File: config.mk
export PLATFORM = sky130hd
export DESIGN_NAME = six_channel_bidirectional_pwm
export DESIGN_NICKNAME = d
export VERILOG_FILES = /design/src/hdl/scbpwm_pkg.sv /design/src/hdl/scbpwm_seq.sv /design/src/hdl/scbpwm_lane.sv /design/src/hdl/six_channel_bidirectional_pwm.sv
export VERILOG_INCLUDE_DIRS = /design/src /design/src/hdl
export SDC_FILE = /design/constraint.sdc
export NUM_CORES = 2
export LEC_CHECK = 0
export CORE_MARGIN = 10
export CORE_UTILIZATION = 60
export CTS_BUF_LIST = sky130_fd_sc_hd__clkbuf_4
export CTS_CLUSTER_DIAMETER = 40
export CTS_CLUSTER_SIZE = 20
export DETAILED_ROUTE_END_ITERATION = 8
export DONT_BUFFER_PORTS = 1
export PLACE_DENSITY = 0.76
export SLEW_MARGIN = 15
export SYNTH_ARGS = -nofsm -noshare
export SYNTH_HDL_FRONTEND = slang
export SYNTH_SLANG_ARGS = --single-unit
export TNS_END_PERCENT = 5
File: constraint.sdc
create_clock -name aclk -period 34.4 [get_ports aclk]
set_input_delay 0 -clock aclk [delete_from_list [all_inputs] [get_ports aclk]]
set_output_delay 0 -clock aclk [all_outputs]
set_load 0.01 [all_outputs]
File: src/hdl/six_channel_bidirectional_pwm_assert.svh
// Assertion macros for the six-channel bidirectional PWM.
// Included by the RTL files that check their own logic; needs no package.
`ifndef SIX_CHANNEL_BIDIRECTIONAL_PWM_ASSERT_SVH
`define SIX_CHANNEL_BIDIRECTIONAL_PWM_ASSERT_SVH
`ifndef SYNTHESIS
// Condition that must hold in the same cycle as the trigger.
`define SCBPWM_ASSERT_SAME(label, clk, rstn, trig, cond, msg) \
    label: assert property (@(posedge clk) disable iff (!rstn) (trig) |-> (cond)) \
        else $error(msg);
// Condition that must hold in the cycle after the trigger.
`define SCBPWM_ASSERT_NEXT(label, clk, rstn, trig, cond, msg) \
    label: assert property (@(posedge clk) disable iff (!rstn) (trig) |=> (cond)) \
        else $error(msg);
`else
`define SCBPWM_ASSERT_SAME(label, clk, rstn, trig, cond, msg)
`define SCBPWM_ASSERT_NEXT(label, clk, rstn, trig, cond, msg)
`endif
`endif

File: src/hdl/scbpwm_pkg.sv
// Shared types, constants and helpers of the six-channel bidirectional PWM.
// No dependencies; imported by every module of the block.
`default_nettype none
package scbpwm_pkg;
    localparam int LANES        = 6;
    localparam int NUM_CHANNELS = 6;
    localparam int FULL_SCALE   = 100;
    localparam int DUTY_W       = 8;
    localparam int MAG_W        = 7;
    localparam int PHASE_W      = 16;
    localparam int LEVEL_W      = 16;
    localparam int CFG_IDX_W    = 2;
    localparam int CFG_DATA_W   = 16;
    // per * |duty| and 100 * (phase + 1) both stay below 2^23
    localparam int PROD_W       = 23;

    localparam logic [CFG_IDX_W-1:0] REG_PERIOD    = CFG_IDX_W'(0);
    localparam logic [CFG_IDX_W-1:0] REG_AMPLITUDE = CFG_IDX_W'(1);

    localparam logic [PHASE_W-1:0] PERIOD_RESET    = PHASE_W'(100);
    localparam logic [LEVEL_W-1:0] AMPLITUDE_RESET = LEVEL_W'(1);

    typedef logic signed [DUTY_W-1:0] duty_t;
    typedef logic [MAG_W-1:0]         mag_t;
    typedef logic [PHASE_W-1:0]       phase_t;
    typedef logic [LEVEL_W-1:0]       level_t;
    typedef logic [PROD_W-1:0]        prod_t;

    typedef struct packed {
        logic latch_en;  // accepted tick sits at phase zero
        logic s1_load;   // tick enters the multiply stage
        logic out_load;  // multiply stage moves to the output register
    } lane_ctrl_t;

    function automatic duty_t clamp_duty(input duty_t d);
        duty_t r;
        if (d > duty_t'(FULL_SCALE)) begin
            r = duty_t'(FULL_SCALE);
        end else if (d < -duty_t'(FULL_SCALE)) begin
            r = -duty_t'(FULL_SCALE);
        end else begin
            r = d;
        end
        return r;
    endfunction

    // Magnitude of a clamped duty, at most 100.
    function automatic mag_t duty_mag(input duty_t d);
        duty_t a;
        a = d[DUTY_W-1] ? -d : d;
        return a[MAG_W-1:0];
    endfunction
endpackage
`default_nettype wire

File: src/hdl/scbpwm_seq.sv
// Phase counter and pipeline control of the six-channel bidirectional PWM.
// Uses scbpwm_pkg and the assertion macros in six_channel_bidirectional_pwm_assert.svh.
`default_nettype none
`include "six_channel_bidirectional_pwm_assert.svh"
module scbpwm_seq (
    input  wire logic                 aclk,
    input  wire logic                 aresetn,
    input  wire logic                 s_valid,
    output logic                      s_ready,
    output logic                      m_valid,
    input  wire logic                 m_ready,
    input  wire scbpwm_pkg::phase_t   period,
    output scbpwm_pkg::phase_t        per_eff,
    output scbpwm_pkg::prod_t         thr,
    output scbpwm_pkg::lane_ctrl_t    ctrl
);
    import scbpwm_pkg::*;

    phase_t               phase_reg, phase_next;
    phase_t               phase_cur;
    logic [PHASE_W:0]     phase_inc;
    prod_t                thr_reg, thr_next;
    logic                 s1_valid_reg, s1_valid_next;
    logic                 m_valid_reg, m_valid_next;
    logic                 accept, out_en;

    assign per_eff   = (period == '0) ? phase_t'(1) : period;
    // restart the phase if the period shrank below it
    assign phase_cur = (phase_reg >= per_eff) ? '0 : phase_reg;
    assign phase_inc = {1'b0, phase_cur} + (PHASE_W+1)'(1);

    assign out_en  = !m_valid_reg || m_ready;
    assign s_ready = !s1_valid_reg || out_en;
    assign accept  = s_valid && s_ready;

    assign ctrl.latch_en = accept && (phase_cur == '0);
    assign ctrl.s1_load  = accept;
    assign ctrl.out_load = s1_valid_reg && out_en;

    // phase < floor(per*mag/100) is the same as 100*(phase+1) <= per*mag
    assign thr_next = prod_t'(phase_inc) * prod_t'(FULL_SCALE);

    always_comb begin
        phase_next = phase_reg;
        if (accept) begin
            phase_next = (phase_inc >= {1'b0, per_eff}) ? '0 : phase_inc[PHASE_W-1:0];
        end
    end

    always_comb begin
        s1_valid_next = s1_valid_reg;
        if (accept) begin
            s1_valid_next = 1'b1;
        end else if (out_en) begin
            s1_valid_next = 1'b0;
        end
        m_valid_next = m_valid_reg;
        if (ctrl.out_load) begin
            m_valid_next = 1'b1;
        end else if (m_ready) begin
            m_valid_next = 1'b0;
        end
    end

    always_ff @(posedge aclk) begin
        if (!aresetn) begin
            phase_reg    <= '0;
            s1_valid_reg <= 1'b0;
            m_valid_reg  <= 1'b0;
        end else begin
            phase_reg    <= phase_next;
            s1_valid_reg <= s1_valid_next;
            m_valid_reg  <= m_valid_next;
        end
    end

    always_ff @(posedge aclk) begin
        if (accept) begin
            thr_reg <= thr_next;
        end
    end

    assign thr     = thr_reg;
    assign m_valid = m_valid_reg;

    `SCBPWM_ASSERT_NEXT(a_accept_fills_s1, aclk, aresetn, accept, s1_valid_reg, "accepted tick lost before the multiply stage")
    `SCBPWM_ASSERT_NEXT(a_move_fills_out, aclk, aresetn, ctrl.out_load, m_valid_reg, "tick lost between multiply stage and output")
    `SCBPWM_ASSERT_SAME(a_empty_is_ready, aclk, aresetn, !s1_valid_reg, s_ready, "input stalled with an empty pipeline")
    `SCBPWM_ASSERT_NEXT(a_phase_in_range, aclk, aresetn, accept, phase_reg != '1, "phase counter left its range")
endmodule
`default_nettype wire

File: src/hdl/scbpwm_lane.sv
// One PWM lane: duty latch, width multiply stage and compare/output register.
// Uses scbpwm_pkg; driven by the control struct from scbpwm_seq.
`default_nettype none
module scbpwm_lane (
    input  wire logic                 aclk,
    input  wire logic                 aresetn,
    input  wire scbpwm_pkg::lane_ctrl_t ctrl,
    input  wire scbpwm_pkg::duty_t    duty_in,
    input  wire scbpwm_pkg::phase_t   per_eff,
    input  wire scbpwm_pkg::prod_t    thr,
    input  wire scbpwm_pkg::level_t   amplitude,
    output scbpwm_pkg::level_t        fwd,
    output scbpwm_pkg::level_t        rev
);
    import scbpwm_pkg::*;

    duty_t   latched_reg;
    duty_t   duty_eff;
    prod_t   prod_reg;
    logic    pos_reg, neg_reg;
    level_t  fwd_reg, fwd_next;
    level_t  rev_reg, rev_next;
    logic    pulse_on;

    // a tick at phase zero uses its own clamped duty
    assign duty_eff = ctrl.latch_en ? clamp_duty(duty_in) : latched_reg;

    always_ff @(posedge aclk) begin
        if (!aresetn) begin
            latched_reg <= '0;
        end else if (ctrl.latch_en) begin
            latched_reg <= clamp_duty(duty_in);
        end
    end

    always_ff @(posedge aclk) begin
        if (ctrl.s1_load) begin
            prod_reg <= prod_t'(per_eff) * prod_t'(duty_mag(duty_eff));
            pos_reg  <= !duty_eff[DUTY_W-1] && (duty_eff != '0);
            neg_reg  <= duty_eff[DUTY_W-1];
        end
    end

    assign pulse_on = (thr <= prod_reg);
    assign fwd_next = (pos_reg && pulse_on) ? amplitude : '0;
    assign rev_next = (neg_reg && pulse_on) ? amplitude : '0;

    always_ff @(posedge aclk) begin
        if (ctrl.out_load) begin
            fwd_reg <= fwd_next;
            rev_reg <= rev_next;
        end
    end

    assign fwd = fwd_reg;
    assign rev = rev_reg;
endmodule
`default_nettype wire

File: src/hdl/six_channel_bidirectional_pwm.sv
// Top level of the six-channel bidirectional PWM: configuration registers,
// lanes and output merge. Uses scbpwm_pkg, scbpwm_seq and scbpwm_lane.
//
//   channel  | handshake          | payload
//   ---------+--------------------+-----------------------------------
//   input    | s_valid / s_ready  | s_duty_a .. s_duty_f, one tick
//   result   | m_valid / m_ready  | m_fwd_a, m_rev_a .. m_fwd_f, m_rev_f
//   config   | cfg_wr_en          | cfg_index, cfg_wr_data
//
// One tick per clock while s_ready is high; a result passes the multiply
// stage, then the compare into the output register, before it is valid.
// The phase counter is shared by all lanes.
// Reset clears the phase and latched duties and loads period 100, amplitude 1.
// A stalled result holds the output register; the input stalls only when
// both pipeline stages are full.
`default_nettype none
module six_channel_bidirectional_pwm (
    input  wire logic                                aclk,
    input  wire logic                                aresetn,
    input  wire logic                                cfg_wr_en,
    input  wire logic [scbpwm_pkg::CFG_IDX_W-1:0]    cfg_index,
    input  wire logic [scbpwm_pkg::CFG_DATA_W-1:0]   cfg_wr_data,
    input  wire logic                                s_valid,
    output logic                                     s_ready,
    input  wire scbpwm_pkg::duty_t                   s_duty_a,
    input  wire scbpwm_pkg::duty_t                   s_duty_b,
    input  wire scbpwm_pkg::duty_t                   s_duty_c,
    input  wire scbpwm_pkg::duty_t                   s_duty_d,
    input  wire scbpwm_pkg::duty_t                   s_duty_e,
    input  wire scbpwm_pkg::duty_t                   s_duty_f,
    output logic                                     m_valid,
    input  wire logic                                m_ready,
    output scbpwm_pkg::level_t                       m_fwd_a,
    output scbpwm_pkg::level_t                       m_rev_a,
    output scbpwm_pkg::level_t                       m_fwd_b,
    output scbpwm_pkg::level_t                       m_rev_b,
    output scbpwm_pkg::level_t                       m_fwd_c,
    output scbpwm_pkg::level_t                       m_rev_c,
    output scbpwm_pkg::level_t                       m_fwd_d,
    output scbpwm_pkg::level_t                       m_rev_d,
    output scbpwm_pkg::level_t                       m_fwd_e,
    output scbpwm_pkg::level_t                       m_rev_e,
    output scbpwm_pkg::level_t                       m_fwd_f,
    output scbpwm_pkg::level_t                       m_rev_f
);
    import scbpwm_pkg::*;

    phase_t      period_reg;
    level_t      amplitude_reg;
    phase_t      per_eff;
    prod_t       thr;
    lane_ctrl_t  ctrl;
    duty_t       duty_in [LANES];
    level_t      fwd [LANES];
    level_t      rev [LANES];

    always_ff @(posedge aclk) begin
        if (!aresetn) begin
            period_reg    <= PERIOD_RESET;
            amplitude_reg <= AMPLITUDE_RESET;
        end else if (cfg_wr_en) begin
            // drop writes to unknown indexes
            unique case (cfg_index)
                REG_PERIOD:    period_reg    <= cfg_wr_data;
                REG_AMPLITUDE: amplitude_reg <= cfg_wr_data;
                default:       ;
            endcase
        end
    end

    scbpwm_seq u_seq (
        .aclk     (aclk),
        .aresetn  (aresetn),
        .s_valid  (s_valid),
        .s_ready  (s_ready),
        .m_valid  (m_valid),
        .m_ready  (m_ready),
        .period   (period_reg),
        .per_eff  (per_eff),
        .thr      (thr),
        .ctrl     (ctrl)
    );

    assign duty_in[0] = s_duty_a;
    assign duty_in[1] = s_duty_b;
    assign duty_in[2] = s_duty_c;
    assign duty_in[3] = s_duty_d;
    assign duty_in[4] = s_duty_e;
    assign duty_in[5] = s_duty_f;

    for (genvar i = 0; i < LANES; i++) begin : g_lane
        if (i < NUM_CHANNELS) begin : g_on
            scbpwm_lane u_lane (
                .aclk      (aclk),
                .aresetn   (aresetn),
                .ctrl      (ctrl),
                .duty_in   (duty_in[i]),
                .per_eff   (per_eff),
                .thr       (thr),
                .amplitude (amplitude_reg),
                .fwd       (fwd[i]),
                .rev       (rev[i])
            );
        end else begin : g_off
            assign fwd[i] = '0;
            assign rev[i] = '0;
        end
    end

    assign m_fwd_a = fwd[0];
    assign m_rev_a = rev[0];
    assign m_fwd_b = fwd[1];
    assign m_rev_b = rev[1];
    assign m_fwd_c = fwd[2];
    assign m_rev_c = rev[2];
    assign m_fwd_d = fwd[3];
    assign m_rev_d = rev[3];
    assign m_fwd_e = fwd[4];
    assign m_rev_e = rev[4];
    assign m_fwd_f = fwd[5];
    assign m_rev_f = rev[5];
endmodule
`default_nettype wire
==> impl_summary.md <==
Route
Wire segments on met2 add up to 68.2 mm in the final route. The highest signal layer in the routed design is met5. For this block, wires on met1 add up to 54.8 mm. The first-pass iteration count of the detailed router is 6.

The mean routed wirelength per cell is 23.3 um. For this block, the routed nets add up to 151 mm of wire. The routed layout has 40100 vias.

The count of routing violations after the opening detailed-route iteration is 4525. The count of nets left with antenna violations once routing finished came out at 0. Detailed routing placed a total of 17.0 mm of wire on met3. The ratio of routed vias to standard cells is 6.20. After detailed routing, the number of remaining DRC violations is 0.

GRT
For this run the aggregate overflow at the end of global routing stands at 0. The global-route wire length before repair is 232 mm. Entering global routing, the biggest net connects 193 pins. The number of global-route vias before repair is 39700.

The initial antenna violation count is 12. The all-layer global routing usage is 31.8%.

Clocking
The clock reaches the later pin of the worst-skew pair after 930 ps. For this design, the CTS-stage hold fixing added 148 buffers. The number of H-tree branching levels is 3. The maximum clock path buffer count is 3.

The number of clock buffers added by TritonCTS is 77. The clock-pin slew reported for the worst setup and hold paths after clock tree synthesis is 100 ps. The number of sinks on the clock net is 461. The CTS tree is built. The root buffer cell chosen for the clock tree is sky130_fd_sc_hd__clkbuf_4. The number of setup buffers added after CTS is 0. The count of cells resized by post-cts repair is 0.

Worst setup path
The endpoint of the lowest-slack register-to-register path is g_lane[0].g_on.u_lane.prod_reg[21]. The worst setup path is captured at a flip-flop. The type of origin of the critical path is a flip-flop. The slowest stage of the critical path is the sky130_fd_sc_hd__dfxtp_2 cell. In this run the register-to-register setup slack is 21760 ps. The number of cells on the worst reg-to-reg path is 34. The startpoint of the worst register-to-register path is period_reg[12].

Of all nets on the critical path, the largest fanout is 43. The signal arrival time at the worst endpoint is 13320 ps. The critical path required time is 35080 ps. The start-to-end type of the worst setup path is flip-flop to flip-flop. The largest single stage delay on the critical path is 960 ps.

Pwr
Across the VDD grid, the largest voltage drop is 0.0307 mV. For this design the ratio of total power to cell area is 41.9 nW/um^2. Power comes to 2.21 mW. The cell leakage power is 24.0 nW.

Finish
Leaving out fill and tap cells, the most frequent cell in the layout is sky130_fd_sc_hd__inv_1. In the layout the commonest cells are sky130_fd_sc_hd__inv_1 (743), sky130_fd_sc_hd__nand2_1 (736), sky130_fd_sc_hd__ha_1 (471). The number of nets at the end of the flow is 6304.

The register with the most flip-flops in the layout has 138 of them. Cells fill 65.0% of the core in the end. Relative to the synthesized area, the layout overhead comes to 7.03%. The post-route cell area is 52600 sq um. The fraction of final layout cells with drive strength greater than 1 is 6.76%.

STA
The number of hold violations in the final report came to 0. The minimum clock period is 12640 ps. The transition time at the pin with the least slew margin is 1180 ps. The count of final setup violators is 0. The slack of the critical path is 21760 ps.

Setup repair after global routing left no endpoint under its margin. The max-slew violation count is 0. The post-route clock period utilization is 36.8%. The largest clock skew in the final design is 115 ps. Adding up every negative setup slack in the final design gives 0 ps. Headroom to the max-slew limit came out at 21.3%. Derived from the worst setup path, the maximum achievable clock frequency is 79.1 MHz.

Place
The number of buffer cells added on primary ports is 0. The congestion estimate from routability-driven global placement came to 0.952. The placed wire-length estimate is 106 mm.

The placement-stage cell area is 49800 sq um. At the placement stage, the worst setup path has a slack of 22540 ps.

Synthesis
During synthesis, Yosys emitted a total of 0 warnings. The mean instance size in the synthesized netlist is 9.27 sq um. The number of flops mapped to enable cells by yosys is 363. The main flop type after synthesis is sky130_fd_sc_hd__edfxtp_1. The synthesized cell area is 49200 sq um. When the netlist entered floorplanning its net count stood at 6272. The number of synthesized register bits is 461.

Of the synthesized area, sequential elements account for 26.2%. The count of mapped cells out of synthesis is 5304. The count of cell types in the netlist is 88. For this run, asynchronously set or reset flops after synthesis account for 0%.

Outcome
The flow ran to the end, and the final reports show no timing, DRC or antenna violations.

Floorplan
The top-level port count is 265. The die area is 93800 sq um. The row count is 104. The area of the placeable core is 80900 sq um.

The floorplan step set the die height to 306 um. The width of the die is 306 um. Once the floorplan was initialized, standard cells occupied 60.8% of the core.

Job
The max capacitance violation total is 0.

Worst hold path
The depth of the worst hold-timing path is 4. The path category of the worst min-delay check is primary input to flip-flop. The endpoint of the worst hold-timing path is g_lane[4].g_on.u_lane.latched_reg[5].

The hold path startpoint is s_duty_e[5].
cells in the mapped netlist, types with 32 or more instances:
library cell	number	area share, %
sky130_fd_sc_hd__buf_2	44	0.45
sky130_fd_sc_hd__o21a_1	44	0.67
sky130_fd_sc_hd__nor3_1	119	1.2
sky130_fd_sc_hd__or3_1	41	0.52
sky130_fd_sc_hd__edfxtp_1	363	22
sky130_fd_sc_hd__mux2i_1	275	5.6
sky130_fd_sc_hd__ha_1	471	12
sky130_fd_sc_hd__nand4_1	41	0.52
sky130_fd_sc_hd__a21o_1	86	1.3
sky130_fd_sc_hd__nor2_1	365	2.8
sky130_fd_sc_hd__o21ai_0	103	1.0
sky130_fd_sc_hd__a21boi_0	50	0.76
sky130_fd_sc_hd__xor2_1	40	0.71
sky130_fd_sc_hd__nor4bb_1	32	0.65
sky130_fd_sc_hd__fa_1	426	17
sky130_fd_sc_hd__nand2_1	736	5.6
sky130_fd_sc_hd__inv_1	744	5.7
sky130_fd_sc_hd__and2_1	70	0.89
sky130_fd_sc_hd__a21oi_1	238	2.4
sky130_fd_sc_hd__nor3b_1	105	1.6
sky130_fd_sc_hd__nor2b_1	35	0.45
sky130_fd_sc_hd__clkbuf_1	178	1.4
sky130_fd_sc_hd__dfxtp_1	98	4.0
sky130_fd_sc_hd__nand3_1	80	0.81
sky130_fd_sc_hd__xnor2_1	89	1.6
cells by family (layout without fill, tap and decap cells):
logic type,after synthesis,after routing,synth area share [%]
mux,321,321,6.84
xor+xnor,129,129,2.30
other cells,0,10,0
buf+inv,1023,1119,8.54
fa+ha+maj,897,897,29.3
simple gates,1734,1734,16.7
compound gates,739,739,10.2
flops,461,461,26.2
report_power, final:
| group | internal (mW) | switching (mW) |
|---|---|---|
| Clock | 0.215 | 0.260 |
| Sequential | 0.688 | 0.0443 |
| Combinational | 0.391 | 0.608 |
| Total | 1.29 | 0.913 |
per-stage QoR:
stage | std cells | hold WS, ps
CTS | 6460 | 11.7
global route | 6465 | 69.3
detailed placement | 6169 | 132
finish | 6470 | 54.3
global placement | 6169 | 127
floorplan | 5304 | 124
layer usage:
metal | up-vias | track usage, %
met4 | 22 | 18.7
met3 | 570 | 8.23
li1 | 17800 | -
met5 | - | 0
met2 | 2305 | 50.4
met1 | 19400 | 38.9
worst max-delay path, delay by kind of cell (launching register included):
| family | cells | cell delay [ps] |
|---|---|---|
| flops | 1 | 960 |
| mux | 1 | 340 |
| fa+ha+maj | 8 | 3300 |
| simple gates | 7 | 1360 |
| buf+inv | 8 | 3340 |
| compound gates | 9 | 2910 |
| xor+xnor | 1 | 110 |
cell type report:
class | count | area (sq um)
inverters | 749 | 2820
clock inverters | 57 | 683
well taps | 1060 | 1330
repair buffers | 227 | 2100
diodes | 10 | 25.0
multi-input cells | 3820 | 32200
fillers | 6509 | 28300
clock buffers | 86 | 646
flip-flops and latches | 461 | 12900
how the worst max path moves through the flow:
stage / from / endpoint / slack, ps / cells past startpoint
finish: period_reg[12] / g_lane[0].g_on.u_lane.prod_reg[21] / 21760 / 34
global route: period_reg[12] / g_lane[0].g_on.u_lane.prod_reg[21] / 21170 / 35
CTS: period_reg[12] / g_lane[0].g_on.u_lane.prod_reg[21] / 22050 / 34
detailed placement: period_reg[12] / g_lane[0].g_on.u_lane.prod_reg[21] / 22540 / 33
floorplan: u_seq.m_valid / g_lane[4].g_on.u_lane.prod_reg[22] / 22500 / 35
global placement: period_reg[12] / g_lane[0].g_on.u_lane.prod_reg[21] / 22910 / 33
(Power assumes the default switching activity.)
